--- src/rtl/checked_integer_alu_defines.svh ---
// assertion macros for the checked integer alu
`ifndef CHECKED_INTEGER_ALU_DEFINES_SVH
`define CHECKED_INTEGER_ALU_DEFINES_SVH
`ifndef SYNTH
`define CIA_ASSERT(label, clk, rst, prop) \
  label: assert property (@(posedge clk) disable iff (rst) prop) else $error("%m failed");
`define CIA_ASSERT_RST(label, clk, prop) \
  label: assert property (@(posedge clk) prop) else $error("%m failed");
`else
`define CIA_ASSERT(label, clk, rst, prop)
`define CIA_ASSERT_RST(label, clk, prop)
`endif
`endif

--- src/rtl/cia_div.sv ---
// pipelined restoring divider on magnitudes, one quotient bit per stage
module cia_div #(
  parameter int DATA_WIDTH = 32
) (
  input  logic                  clk,
  input  logic                  en,
  input  logic [DATA_WIDTH-1:0] dividend,
  input  logic [DATA_WIDTH-1:0] divisor,
  output logic [DATA_WIDTH-1:0] quotient
);
  localparam int W = DATA_WIDTH;

  logic [W-1:0] rem [W+1];
  logic [W-1:0] quo [W+1];
  logic [W-1:0] dvs [W+1];

  assign rem[0] = '0;
  assign quo[0] = dividend;
  assign dvs[0] = divisor;

  // one quotient bit per stage
  for (genvar i = 0; i < W; i++) begin : g_stage
    logic [W:0] shifted;
    logic [W:0] diff;
    assign shifted = {rem[i], quo[i][W-1]};
    assign diff    = shifted - {1'b0, dvs[i]};
    always_ff @(posedge clk) begin
      if (en) begin
        if (!diff[W]) begin
          rem[i+1] <= diff[W-1:0];
        end else begin
          rem[i+1] <= shifted[W-1:0];
        end
        quo[i+1] <= {quo[i][W-2:0], ~diff[W]};
        dvs[i+1] <= dvs[i];
      end
    end
  end

  assign quotient = quo[W];
endmodule

--- config.mk ---
export PLATFORM = sky130hd
export DESIGN_NAME = cia_div
export DESIGN_NICKNAME = d
export VERILOG_FILES = /design/src/rtl/checked_integer_alu_defines.svh /design/src/rtl/cia_div.sv
export SDC_FILE = /design/constraint.sdc
export NUM_CORES = 2
export LEC_CHECK = 0
export BUFFER_PORTS_ARGS = -buffer_cell sky130_fd_sc_hd__buf_4
export CAP_MARGIN = 20
export CORE_ASPECT_RATIO = 0.8
export CORE_MARGIN = 8
export CORE_UTILIZATION = 64
export CTS_CLUSTER_SIZE = 16
export DETAILED_ROUTE_END_ITERATION = 16
export PLACE_DENSITY = 0.83
export REMOVE_ABC_BUFFERS = 1
export SKIP_LAST_GASP = 1
export SLEW_MARGIN = 20
export SYNTH_ARGS = -nofsm -noshare
export SYNTH_HDL_FRONTEND = slang
export SYNTH_SLANG_ARGS = --single-unit
export TNS_END_PERCENT = 1
--- constraint.sdc ---
create_clock -name clk -period 4.9 [get_ports clk]
set_input_delay 0.245 -clock clk [delete_from_list [all_inputs] [get_ports clk]]
set_output_delay 0.245 -clock clk [all_outputs]
set_load 0.05 [all_outputs]
==> results.toml <==
[cells_and_area]
fillers = 15800
drive_gt1_share_pct = 11.6
design_area_um2 = 169000
area.sequential_um2 = 90300
multi_input_area_um2 = 57400
area_growth_pct = 10.1
nets = 13300
finalCoreUtilization_pct = 71.0

[setup_path]
crit_chain = "ha_1, fa_1, nor2b_1, o31ai_1, a21oi_1, a21oi_2, o31ai_1, buf_4, a21oi_1, o31ai_1, a31o_2, a21oi_2, xor2_4, buf_12, mux2i_1"
worstSetupEndpointType = "flop"
setup.worst_path.class = "reg -> reg"
start_kind = "flop"
cpMostUsedCell = "o31ai_1"
cpPeakStageDelay_ns = 0.58
worstPathArrival_ns = 5.39
cpMaxStageDelayCell = "edfxtp_1"
worstPathMaxFanout = 33
crit_required_ns = 5.47

[placed_design]
placed_cell_area_um2 = 158000
gp_congestion = 0.970
numPortBuffers = 97
hpwl_um = 254000

[run_status]
status = "finished clean"

[cts]
numCtsBuffers = 303
cts_root_buf = "clkbuf_16"
clk_pin_slew_ns = 0.07
clkLatencyLatePin_ns = 0.89
htree_levels = 5
cts.sinks = 3008
clock_path_buffers = 4
cts_tree = "done"

[routing]
drt-total-wl_um = 351000
firstDrtPassIters = 6
drt_iter0_drc = 9509
wl_per_cell_um = 22.5
ant_nets = 0
viasPerCell = 6.13
remaining_drc_errors = 0
num_vias = 96000

[sta]
rsz0062_at_grt = "true"
setup_viol = 0
max_freq_mhz = 207
slew_headroom_pct = 25.0
finalMaxSlewViolations = 0
hold_violations = 0
min_period_over_period_pct = 98.5
final.setup_skew_ns = 0.0697
period_needed_ns = 4.83
tightestPinTransition_ns = 1.13
hold_ws_ns = 0.0859

[min_path]
hold_path.class = "in -> reg"

[yosys]
async_reset_ff_share_pct = 0
seq_area_frac_synth_pct = 58.9
synth_top_area_cell = "edfxtp_1"
post-synth-top-count-cell = "edfxtp_1"
netlist_instances = 11900
synth_ff_type = "edfxtp_1"
synthTopCellsByArea = "edfxtp_1 (59%), ha_1 (8.1%), mux2_2 (4.5%)"
yosysWarningCount = 0
synth.distinct_cells = 106
synth_common_cells = "edfxtp_1 (3,008), inv_1 (1,207), ha_1 (993)"
synth_area_um2 = 153000
synth_seq_cells = 3008
synth_top_area_share_pct = 58.9
post_synth.cell_area_avg_um2 = 12.9
synth_edf_count = 3008

[flow_run]
maxCapViolations = 0

[grt]
grt_usage_pct = 26.9
antenna_found_initial = 15
grt_pass1_wl_um = 541000
grt_max_degree = 163
grt_pass1_vias = 94400
grt_overflow_total = 0

[die]
dieHeight_um = 454
rows = 160
dieArea_um2 = 255000
start_util_pct = 64.4
io_pins = 98
die_w_um = 563
fp.coreArea_um2 = 238000

[pwr]
leakagePower_nw = 68.2
ir_worst_vdd_mv = 0.449
power.density_nw_per_um2 = 712
## placed cells by master (no fill, tap or decap), types with 162 or more instances in the layout
master     netlist  routed
xnor2_1        517     508
ha_1           993     993
mux2_2         614     614
nor2_1         503     503
o21ai_0        590     590
clkbuf_16        0     315
o21a_1         162     162
inv_1         1207    1207
a21oi_1        836     836
edfxtp_1      3008    3008
a21o_1         447     447
nand2_1        607     607
xor2_1         294     291
## through the flow
step / std cells / power, mW / worst slack, ns / setup TNS [ns]
2_1_floorplan: 11700 / 81.3 / -0.762 / -37.71
3_3_place_gp: 15000 / 94.2 / 0.372 / 0
3_5_place_dp: 15000 / 95.7 / 0.279 / 0
4_1_cts: 15600 / 120 / 0.236 / 0
5_1_grt: 15600 / 127 / -0.0754 / -0.0754
6_report: 15700 / 120 / 0.0745 / 0
## registers in the layout, summed over array words and instances, names as in the netlist
name             cells
quotient            32
dvs                992
quo                961
g_stage.shifted   1023
## power breakdown
group	switching, mW	leakage [nW]	total, mW	internal [mW]
Clock	9.80	4.80	23.3	13.5
Sequential	4.61	29.4	42.2	37.6
Combinational	29.2	34.0	54.7	25.5
Total	43.6	68.2	120	76.7
## metal layers
metal,GRT usage [%],wire length (um)
met3,4.46,27000
met4,8.24,11200
met2,42.1,157000
met1,38.9,156000
met5,0,13
## final timing paths
path	depth (start not counted)	slack [ns]	to	from
max	15	0.07	g_stage[10].shifted[1]	dvs[736]
max reg2reg	15	0.07	g_stage[10].shifted[1]	dvs[736]
min	2	0.09	dvs[995]	divisor[3]
min reg2reg	0	0.41	quo[942]	quo[973]
## kinds of logic (layout without fill, tap and decap cells)
logic type	count (synthesis)	in the layout	share of synthesized area, %
xor gates and xnor gates	818	818	4.72
and+or+nand+nor	2029	2029	6.38
buffers and inverters	1455	2011	3.81
DFF	3008	3008	58.9
muxes	778	778	5.86
AOI/OAI and AO/OA	2808	2808	11.8
other	1	22	0.00245
adders and majority gates	1023	1023	8.50
## worst max-delay path, delay by kind of cell, from the launching register on
kind	cells	cell delay (ns)
DFF	1	0.58
adders and majority gates	2	0.76
buffers and inverters	2	0.43
xor gates and xnor gates	1	0.16
AOI/OAI and AO/OA	8	1.85
muxes	1	0.53
and+or+nand+nor	1	0.16
## layout make-up
cell class	instances	share of cell area, %
inverter	1209	2.69
clock inverter	175	1.08
multi-input combinational	7471	34.0
timing repair buffer	265	1.60
sequential	3008	53.5
antenna	7	0.0104
tap	3159	2.34
clock buffer	362	4.78
## timing repair
action,CTS,global route
hold buffers,65,0
endpoints found under the setup margin,0,30
gates resized for setup,0,2
endpoints found under the hold margin,83,0
setup buffers,0,0
No activity file was read; power rests on OpenSTA's default activity.
